===== src/rtl/salc_ram.sv =====
`default_nettype none
module salc_ram #(
    parameter int WIDTH = 8,
    parameter int DEPTH = 16
) (
    input  wire logic                     i_clk,
    input  wire logic                     i_we,
    input  wire logic [$clog2(DEPTH)-1:0] i_waddr,
    input  wire logic [WIDTH-1:0]         i_wdata,
    input  wire logic [$clog2(DEPTH)-1:0] i_raddr,
    output logic      [WIDTH-1:0]         o_rdata
);
    logic [WIDTH-1:0] r_mem [DEPTH];

    // One write port, one registered read port.
    always_ff @(posedge i_clk) begin
        if (i_we) begin
            r_mem[i_waddr] <= i_wdata;
        end
        o_rdata <= r_mem[i_raddr];
    end
endmodule
`default_nettype wire


===== config.mk =====
export PLATFORM = sky130hd
export DESIGN_NAME = salc_ram
export DESIGN_NICKNAME = d
export VERILOG_FILES = /design/src/rtl/salc_ram.sv
export SDC_FILE = /design/constraint.sdc
export NUM_CORES = 1
export LEC_CHECK = 0
export CAP_MARGIN = 30
export CORE_MARGIN = 5
export CORE_UTILIZATION = 55
export DETAILED_ROUTE_END_ITERATION = 10
export DONT_BUFFER_PORTS = 1
export PLACE_DENSITY = 0.72
export SYNTH_ARGS = -nofsm -noshare
export SYNTH_HDL_FRONTEND = slang
export SYNTH_SLANG_ARGS = --single-unit
export TNS_END_PERCENT = 10

===== constraint.sdc =====
create_clock -name i_clk -period 2.1 [get_ports i_clk]
set_input_delay 0.315 -clock i_clk [delete_from_list [all_inputs] [get_ports i_clk]]
set_output_delay 0.315 -clock i_clk [all_outputs]
set_load 0.02 [all_outputs]

==> results.py, run 1 <==
metrics = {
    "sta": {
        "slew_headroom_pct": 54.7,
        "fin_skew_ps": 5.83,
        "finalCritPeriodShare_pct": 68.4,
        "rsz0062_at_grt": "false",
        "tightest_slew_ps": 679,
        "period_minus_slack_ps": 1440,
        "finalSetupViolations": 0,
        "finalHoldViolations": 0,
        "drv_slew": 0,
        "max_freq_mhz": 696,
        "final.setup.tns_ps": 0,
    },
    "die": {
        "io_pins": 26,
        "core-area_sq_mm": 0.00920,
        "rows": 35,
        "die_area_sq_mm": 0.0114,
        "die_w_um": 107,
        "die_h_um": 107,
        "initial_core_util_pct": 56.0,
    },
    "cts": {
        "h-tree-depth": 4,
        "cts_setup_buffers": 0,
        "cts_max_path_buffers": 2,
        "clock-sinks": 136,
        "hold_buffers": 8,
        "post_cts_resize_count": 0,
        "cts_tree": "done",
        "numCtsBuffers": 17,
        "insertion_delay_ps": 510,
        "worst_setup_hold_path_clk_slew_ps": 60,
        "cts-root-buf": "clkbuf_8",
    },
    "logic_synthesis": {
        "ys_ff_latch": 136,
        "yosys.area.top_type": "edfxtp_1",
        "syn_inst": 229,
        "yosysSeqAreaShare_pct": 77.8,
        "ys_top_cells_by_area": "edfxtp_1 (75%), mux4_2 (7.9%), mux4_1 (7.1%), dfxtp_1 (3.1%), a22oi_1 (2.3%)",
        "yosys_warnings": 0,
        "yosysUniqueCellTypes": 19,
        "syn-num-nets": 247,
        "post_synth_instance_area_sq_mm": 0.00515,
        "syn_avg_cell_area_sq_um": 22.5,
        "yosys.area.top_type_share_pct": 74.7,
    },
    "pwr": {
        "pwr-share-seq_pct": 51.1,
        "cellLeakagePower_nw": 1.98,
        "internal_power_w": 0.00480,
        "p_total_w": 0.00602,
        "netSwitchingFraction_pct": 20.3,
        "clkPwrFrac_pct": 45.4,
        "ir_drop_uv": 748,
        "p_comb_share_pct": 3.5,
        "p_per_area_mw_per_mm2": 1010,
        "p_sw_w": 0.00122,
    },
    "grt": {
        "grt_pass1_vias": 2509,
        "grt_pass1_wl_mm": 15.0,
        "grt-ovfl-total": 0,
        "grtUsageTotal_pct": 18.9,
        "grt_max_degree": 33,
        "antenna_found_initial": 0,
    },
    "route": {
        "drcViolationCount": 0,
        "wire_per_inst_um": 25.7,
        "finalWirelength_mm": 9.92,
        "first_pass_iters": 4,
        "postRouteAntennaNets": 0,
        "via_per_inst": 6.14,
        "drt_iter0_drc": 175,
        "via_count": 2370,
    },
    "cells_and_area": {
        "syn2layout_area_growth_pct": 15.6,
        "final-instance-count-excl-fill": 386,
        "finalInstanceArea_sq_mm": 0.00595,
        "fin_util_pct": 64.7,
        "final_cell_mix": "edfxtp_1 (128), mux4_2 (18), a22oi_1 (16), clkbuf_16 (16), buf_4 (16)",
        "drive_above_1_share_pct": 23.3,
        "layout_commonest_cell": "edfxtp_1",
        "num-nets-final": 280,
        "n_antenna_cell": 0,
    },
    "placed_design": {
        "port_buffers": 0,
        "placed_area_sq_mm": 0.00532,
        "dp.cells": 346,
        "dp_hpwl_mm": 6.00,
        "gp_congestion": 0.753,
    },
    "hold_path": {
        "hp-class": "input port to flip-flop",
    },
    "setup_path": {
        "cp.required_ps": 2480,
        "crit_type": "flip-flop to flip-flop",
        "start_kind": "flip-flop",
        "worst_setup_path_end_kind": "flip-flop",
        "worstPathArrival_ps": 1820,
        "cp_max_fo": 1,
    },
    "flow_run": {
        "maxCapViolCount": 0,
    },
    "outcome": {
        "outcome": "finished clean",
    },
}
## cell type report
class,count,area (sq um)
timing repair buffer,24,200
sequential,136,4000
clock inverter,15,136
tap,111,139
fill,604,3250
multi-input combinational,83,1060
clock buffer,17,414
## flip-flops by register name (all words and copies together), names as in the netlist
name and count:
o_rdata 8, r_mem 128
## stage by stage
stage	worst slack, ps	hold slack (ps)
finish	663	109
floorplan	292	414
detailed placement	635	415
global route	604	89.4
CTS	665	83.4
global placement	631	415
## power groups by stage
stage	Clock, W	Sequential, W	Combinational (W)
final	0.00273	0.00308	0.000210
after detailed placement	0	0.00314	0.000165
after global placement	0	0.00313	0.000162
after global routing	0.00290	0.00308	0.000226
after floorplan	0	0.00313	0.000154
after CTS	0.00276	0.00308	0.000212
## synthesized netlist by cell type (all sizes together)
| master | instances |
|---|---|
| clkdlybuf4s25 | 3 |
| buf | 7 |
| nor2b | 1 |
| or3b | 1 |
| and2 | 1 |
| nor2 | 13 |
| and2b | 1 |
| a22oi | 16 |
| nand2b | 2 |
| nand3 | 1 |
| nand2 | 9 |
| edfxtp | 128 |
| dfxtp | 8 |
| nand3b | 2 |
| mux4 | 32 |
| nor3 | 4 |
## final timing paths
kind	start	to	slack (ps)	cells after the start
worst max-delay path	r_mem[0][2]$_DFFE_PP_	o_rdata[2]$_DFF_P_	660	3
worst min-delay path	i_raddr[1]	o_rdata[6]$_DFF_P_	110	3
worst max register to register	r_mem[0][2]$_DFFE_PP_	o_rdata[2]$_DFF_P_	660	3
worst min register to register	r_mem[14][5]$_DFFE_PP_	o_rdata[5]$_DFF_P_	670	3
## kinds of logic after synthesis
logic type             synth area share, %
AOI/OAI and AO/OA                     2.33
buffers and inverters                 1.68
DFF                                   77.8
muxes                                 15.0
and+or+nand+nor                       3.18
## worst max-delay path, cell delays in order (launching register included)
cell      delay (ps)
edfxtp_1         390
mux4_1           520
a22oi_1          270
nand2_1          130
## per-layer routing
metal	vias to the layer above	part of all wire (%)	GRT usage (%)
met5	-	0	0
met4	0	1.6	6.21
met3	11	7.1	6.08
li1	1037	-	-
met1	1229	43	26.1
met2	93	49	28.9
Power figures use the tool's default switching activity.
==> run 2: changes to the inputs <==
--- a/config.mk
+++ b/config.mk
@@ -10,7 +10,7 @@
 export CORE_UTILIZATION = 55
 export DETAILED_ROUTE_END_ITERATION = 10
 export DONT_BUFFER_PORTS = 1
-export PLACE_DENSITY = 0.72
+export PLACE_DENSITY = 0.75
 export SYNTH_ARGS = -nofsm -noshare
 export SYNTH_HDL_FRONTEND = slang
 export SYNTH_SLANG_ARGS = --single-unit
==> constraint.sdc (replaced) <==
create_clock -name i_clk -period 1.2 [get_ports i_clk]
set_input_delay 0.18 -clock i_clk [delete_from_list [all_inputs] [get_ports i_clk]]
set_output_delay 0.18 -clock i_clk [all_outputs]
set_load 0.02 [all_outputs]
==> run 2 against run 1 <==
The flow now finishes with violations (hold timing, setup timing). Critical endpoint is now o_rdata[4]$_DFF_P_. Register-to-register slack got worse by 750 ps. Final cell count increased by 0.52%. Die area unchanged. Global-route usage decreased by 0.080 points. Largest cell class unchanged. Sequential power increased by 75%. Via count increased by 2.5%. Critical path depth unchanged. Sequential cell count unchanged. Non-clock buffer count increased by 2. Core utilization increased by 1.5 points. Worst setup slack got worse by 750 ps.
==> results.py, run 2 (synthesized netlist as in run 1, its figures left out) <==
metrics = {
    "route": {
        "via_per_inst": 6.26,
        "drt_iter0_drc": 293,
        "via_count": 2430,
        "postRouteAntennaNets": 0,
        "first_pass_iters": 5,
        "finalWirelength_mm": 9.75,
        "drcViolationCount": 0,
        "wire_per_inst_um": 25.1,
    },
    "pwr": {
        "p_per_area_mw_per_mm2": 1790,
        "cellLeakagePower_nw": 1.97,
        "p_sw_w": 0.00202,
        "pwr-share-seq_pct": 49.7,
        "clkPwrFrac_pct": 46.6,
        "p_comb_share_pct": 3.7,
        "internal_power_w": 0.00886,
        "netSwitchingFraction_pct": 18.6,
        "p_total_w": 0.0109,
        "ir_drop_uv": 746,
    },
    "grt": {
        "grt_max_degree": 33,
        "grtUsageTotal_pct": 18.8,
        "grt_pass1_wl_mm": 14.8,
        "antenna_found_initial": 0,
        "met1_usage_pct": 25.1,
        "use_met3_pct": 5.12,
        "top_usage_layer": "met2",
        "grt-ovfl-total": 0,
        "met2_usage_pct": 29.6,
        "grt_pass1_vias": 2481,
    },
    "setup_path": {
        "cp_top_family": "multiplexers",
        "cp_max_fo": 1,
        "cp_num_cells": 3,
        "cp_slowest_stage_delay_ps": 500,
        "worst_setup_path_end_kind": "flip-flop",
        "path_cells": "mux4_2 -> a22oi_2 -> nand2_1",
        "cp.required_ps": 1600,
        "crit_slowest_cell": "mux4_2",
        "crit_end": "o_rdata[4]$_DFF_P_",
        "worst-r2r-cell-count": 3,
        "r2r_slack_ps": -90,
        "path_buf_inv": 0,
        "r2r-start": "r_mem[2][4]$_DFFE_PP_",
        "crit_type": "flip-flop to flip-flop",
        "worstPathArrival_ps": 1690,
        "r2r_end": "o_rdata[4]$_DFF_P_",
        "cp-startpoint": "r_mem[2][4]$_DFFE_PP_",
        "start_kind": "flip-flop",
    },
    "cells_and_area": {
        "finalInstanceArea_sq_mm": 0.00609,
        "n_antenna_cell": 0,
        "largest_reg_flops": 128,
        "drive_above_1_share_pct": 32.5,
        "syn2layout_area_growth_pct": 18.2,
        "top_regs": "r_mem: 128 flops, o_rdata: 8 flops",
        "num-nets-final": 282,
        "final_cell_mix": "edfxtp_1 (128), mux4_2 (31), clkbuf_16 (16)",
        "fin_util_pct": 66.2,
        "layout_commonest_cell": "edfxtp_1",
        "largest_register": "r_mem",
    },
    "die": {
        "core-area_sq_mm": 0.00920,
        "die_w_um": 107,
        "rows": 35,
        "initial_core_util_pct": 56.0,
        "die_area_sq_mm": 0.0114,
        "die_h_um": 107,
        "io_pins": 26,
    },
    "outcome": {
        "outcome": "finished with violations",
        "violations": "hold timing, setup timing",
    },
    "placed_design": {
        "pre_cts_ws_ps": -153,
        "port_buffers": 0,
        "dp_hpwl_mm": 5.69,
        "gp_congestion": 0.711,
        "placed_area_sq_mm": 0.00540,
    },
    "cts": {
        "worst_setup_hold_path_clk_slew_ps": 60,
        "numCtsBuffers": 17,
        "h-tree-depth": 4,
        "cts_max_path_buffers": 2,
        "cts_tree": "done",
        "clock-sinks": 136,
        "cts-root-buf": "clkbuf_8",
        "cts_setup_buffers": 0,
        "insertion_delay_ps": 520,
        "hold_buffers": 10,
    },
    "flow_run": {
        "maxCapViolCount": 0,
    },
    "sta": {
        "fin_skew_ps": 4.92,
        "max_freq_mhz": 777,
        "fin_ws_ps": -86.7,
        "hold_slack_ps": -20.1,
        "slew_headroom_pct": 32.7,
        "rsz0062_at_grt": "true",
        "finalCritPeriodShare_pct": 107,
        "tightest_slew_ps": 1010,
        "finalHoldViolations": 5,
        "drv_slew": 0,
        "period_minus_slack_ps": 1290,
        "finalSetupViolations": 8,
    },
    "hold_path": {
        "hp-class": "input port to flip-flop",
    },
}
run 2: per-stage QoR:
| stage | hold WS (ps) | cells | setup TNS [ps] |
|---|---|---|---|
| 6_report | -20.1 | 388 | -351 |
| 5_1_grt | -48.0 | 388 | -676 |
| 4_1_cts | -53.2 | 388 | -480 |
| 3_5_place_dp | 280 | 346 | -1830 |
| 3_3_place_gp | 280 | 346 | -1440 |
| 2_1_floorplan | 279 | 229 | -3900 |
run 2: final cells by class:
class | instances | area [sq um]
clock buffer | 28 | 485
multi-input combinational | 83 | 1090
timing repair buffer | 26 | 270
clock inverter | 4 | 95.1
sequential | 136 | 4010
tap | 111 | 139
fill | 587 | 3110
run 2: power groups by stage:
| stage | registers (W) | logic (W) | clock network (W) |
|---|---|---|---|
| final | 0.00540 | 0.000407 | 0.00506 |
| after global routing | 0.00541 | 0.000434 | 0.00537 |
| after CTS | 0.00540 | 0.000406 | 0.00510 |
| after detailed placement | 0.00549 | 0.000297 | 0 |
| after global placement | 0.00549 | 0.000292 | 0 |
| after floorplan | 0.00547 | 0.000274 | 0 |
run 2: how the worst min path moves through the flow:
stage / from / to / slack (ps) / depth (start not counted)
2_1_floorplan: i_wdata[0] / r_mem[0][0]$_DFFE_PP_ / 280 / 0
6_report: i_raddr[1] / o_rdata[1]$_DFF_P_ / -20 / 3
4_1_cts: i_raddr[1] / o_rdata[1]$_DFF_P_ / -50 / 3
3_3_place_gp: i_wdata[2] / r_mem[14][2]$_DFFE_PP_ / 280 / 0
3_5_place_dp: i_wdata[2] / r_mem[14][2]$_DFFE_PP_ / 280 / 0
5_1_grt: i_raddr[1] / o_rdata[1]$_DFF_P_ / -50 / 3
run 2: metal layers:
metal	vias up	part of all wire (%)
met4	0	1.8
met1	1261	41
met5	-	0
met2	129	51
met3	12	6.6
li1	1028	-
run 2: timing repair:
action	4_1_cts	5_1_grt
resized for setup	20	6
pin swaps	11	4
setup endpoints to repair	9	9
endpoints found under the hold margin	142	6
run 2: tightest hold or removal path, stage by stage:
cell     delay [ps]
mux4_1          150
a22oi_2          60
nand2_1          60
==> run 3: changes to the inputs <==
--- a/config.mk
+++ b/config.mk
@@ -6,11 +6,11 @@
 export NUM_CORES = 1
 export LEC_CHECK = 0
 export CAP_MARGIN = 30
-export CORE_MARGIN = 5
 export CORE_UTILIZATION = 55
 export DETAILED_ROUTE_END_ITERATION = 10
 export DONT_BUFFER_PORTS = 1
 export PLACE_DENSITY = 0.75
+export SKIP_CTS_REPAIR_TIMING = 1
 export SYNTH_ARGS = -nofsm -noshare
 export SYNTH_HDL_FRONTEND = slang
 export SYNTH_SLANG_ARGS = --single-unit
==> run 3 against run 2 <==
The run still ends with hold timing, setup timing left. Wire length increased by 1.6%. Worst hold slack worse by 7.3 ps. Worst setup slack better by 23 ps. First-iteration DRC count is 4.4% lower. Core utilization grew 2.0 points. Die area is 14% lower. Final cell count stayed put. Design area is 0.43% lower. Critical path type unchanged.
==> results.py, run 3 (synthesized netlist as in run 1, its figures left out) <==
metrics = {
    "outcome": {
        "outcome": "finished with violations",
        "violations": "hold timing, setup timing",
    },
    "route": {
        "first_pass_iters": 5,
        "wire_per_inst_um": 25.5,
        "finalWirelength_mm": 9.90,
        "drt_iter0_drc": 280,
        "via_per_inst": 6.25,
        "postRouteAntennaNets": 0,
        "drcViolationCount": 0,
        "via_count": 2424,
    },
    "cts": {
        "numCtsBuffers": 17,
        "cts_tree": "done",
        "worst_setup_hold_path_clk_slew_ps": 60,
        "insertion_delay_ps": 510,
        "clock-sinks": 136,
        "cts_max_path_buffers": 2,
        "cts-root-buf": "clkbuf_8",
        "h-tree-depth": 4,
    },
    "die": {
        "io_pins": 26,
        "rows": 34,
        "initial_core_util_pct": 57.9,
        "core-area_sq_mm": 0.00889,
        "die_w_um": 98.7,
        "die_area_sq_mm": 0.00975,
        "die_h_um": 98.7,
    },
    "placed_design": {
        "dp.cells": 346,
        "dp_hpwl_mm": 5.85,
        "placed_area_sq_mm": 0.00542,
        "gp_congestion": 0.734,
        "port_buffers": 0,
    },
    "pwr": {
        "cellLeakagePower_nw": 1.97,
        "p_per_area_mw_per_mm2": 1710,
        "ir_drop_uv": 1070,
    },
    "grt": {
        "met2_usage_pct": 35.2,
        "grt-ovfl-total": 0,
        "use_met3_pct": 6.31,
        "met1_usage_pct": 30.2,
        "grt_max_degree": 33,
        "grtUsageTotal_pct": 22.7,
        "grt_pass1_vias": 2558,
        "grt_pass1_wl_mm": 15.0,
        "top_usage_layer": "met2",
        "antenna_found_initial": 0,
    },
    "cells_and_area": {
        "drive_above_1_share_pct": 34.3,
        "layout_commonest_cell": "edfxtp_1",
        "largest_register": "r_mem",
        "top_regs": "r_mem: 128 flops, o_rdata: 8 flops",
        "final-instance-count-excl-fill": 388,
        "largest_reg_flops": 128,
        "finalInstanceArea_sq_mm": 0.00606,
        "num-nets-final": 285,
        "fin_util_pct": 68.2,
        "syn2layout_area_growth_pct": 17.7,
        "final_cell_mix": "edfxtp_1 (128), mux4_2 (31), clkbuf_16 (16)",
        "n_antenna_cell": 0,
    },
    "sta": {
        "fin_ws_ps": -63.5,
        "hold_slack_ps": -27.5,
        "slew_headroom_pct": 32.6,
        "drv_slew": 0,
        "finalHoldViolations": 3,
        "max_freq_mhz": 791,
        "fin_skew_ps": 5.87,
        "period_minus_slack_ps": 1260,
        "tightest_slew_ps": 1010,
        "finalCritPeriodShare_pct": 105,
        "finalSetupViolations": 8,
        "rsz0062_at_grt": "true",
    },
    "setup_path": {
        "crit_type": "flip-flop to flip-flop",
        "worstPathArrival_ps": 1660,
        "start_kind": "flip-flop",
        "worst_setup_path_end_kind": "flip-flop",
        "cp.required_ps": 1600,
        "cp_max_fo": 1,
    },
    "flow_run": {
        "maxCapViolCount": 0,
    },
    "hold_path": {
        "hp-class": "input port to flip-flop",
    },
}
run 3: path summary, 6_finish.rpt:
| check | from | to | slack (ps) | cells past startpoint |
|---|---|---|---|---|
| max | r_mem[6][1]$_DFFE_PP_ | o_rdata[1]$_DFF_P_ | -60 | 3 |
| min | i_raddr[1] | o_rdata[5]$_DFF_P_ | -30 | 3 |
| max reg2reg | r_mem[6][1]$_DFFE_PP_ | o_rdata[1]$_DFF_P_ | -60 | 3 |
| min reg2reg | r_mem[12][5]$_DFFE_PP_ | o_rdata[5]$_DFF_P_ | 680 | 3 |
run 3: layout make-up:
type / instances / area, sq um
Clock inverter: 5 / 22.5
Timing Repair Buffer: 29 / 293
Fill cell: 525 / 2830
Multi-Input combinational cell: 83 / 1100
Clock buffer: 27 / 502
Sequential cell: 136 / 4010
Tap cell: 108 / 135
run 3: worst max-delay path, stage by stage (launching register included):
cell	delay [ps]
edfxtp_1	400
mux4_2	530
a22oi_2	140
nand2_1	80
run 3: power by group:
part           leakage (nW)  internal (W)  switching, W
clock                 0.261       0.00279       0.00173
combinational         0.482      0.000211      0.000209
sequential             1.22       0.00532     0.0000791
run 3: through the flow:
stage	setup WS, ps	TNS [ps]	power, W
final	-63.5	-294	0.0103
after global routing	-113	-731	0.0106
after CTS	-195	-1010	0.0103
after detailed placement	-182	-1860	0.00579
after global placement	-162	-1360	0.00578
after floorplan	-172	-3900	0.00575
run 3: per-layer routing:
layer / wire length [um] / up-vias
li1: - / 1038
met4: 177 / 0
met1: 3870 / 1239
met2: 5070 / 129
met5: 0 / -
met3: 778 / 18
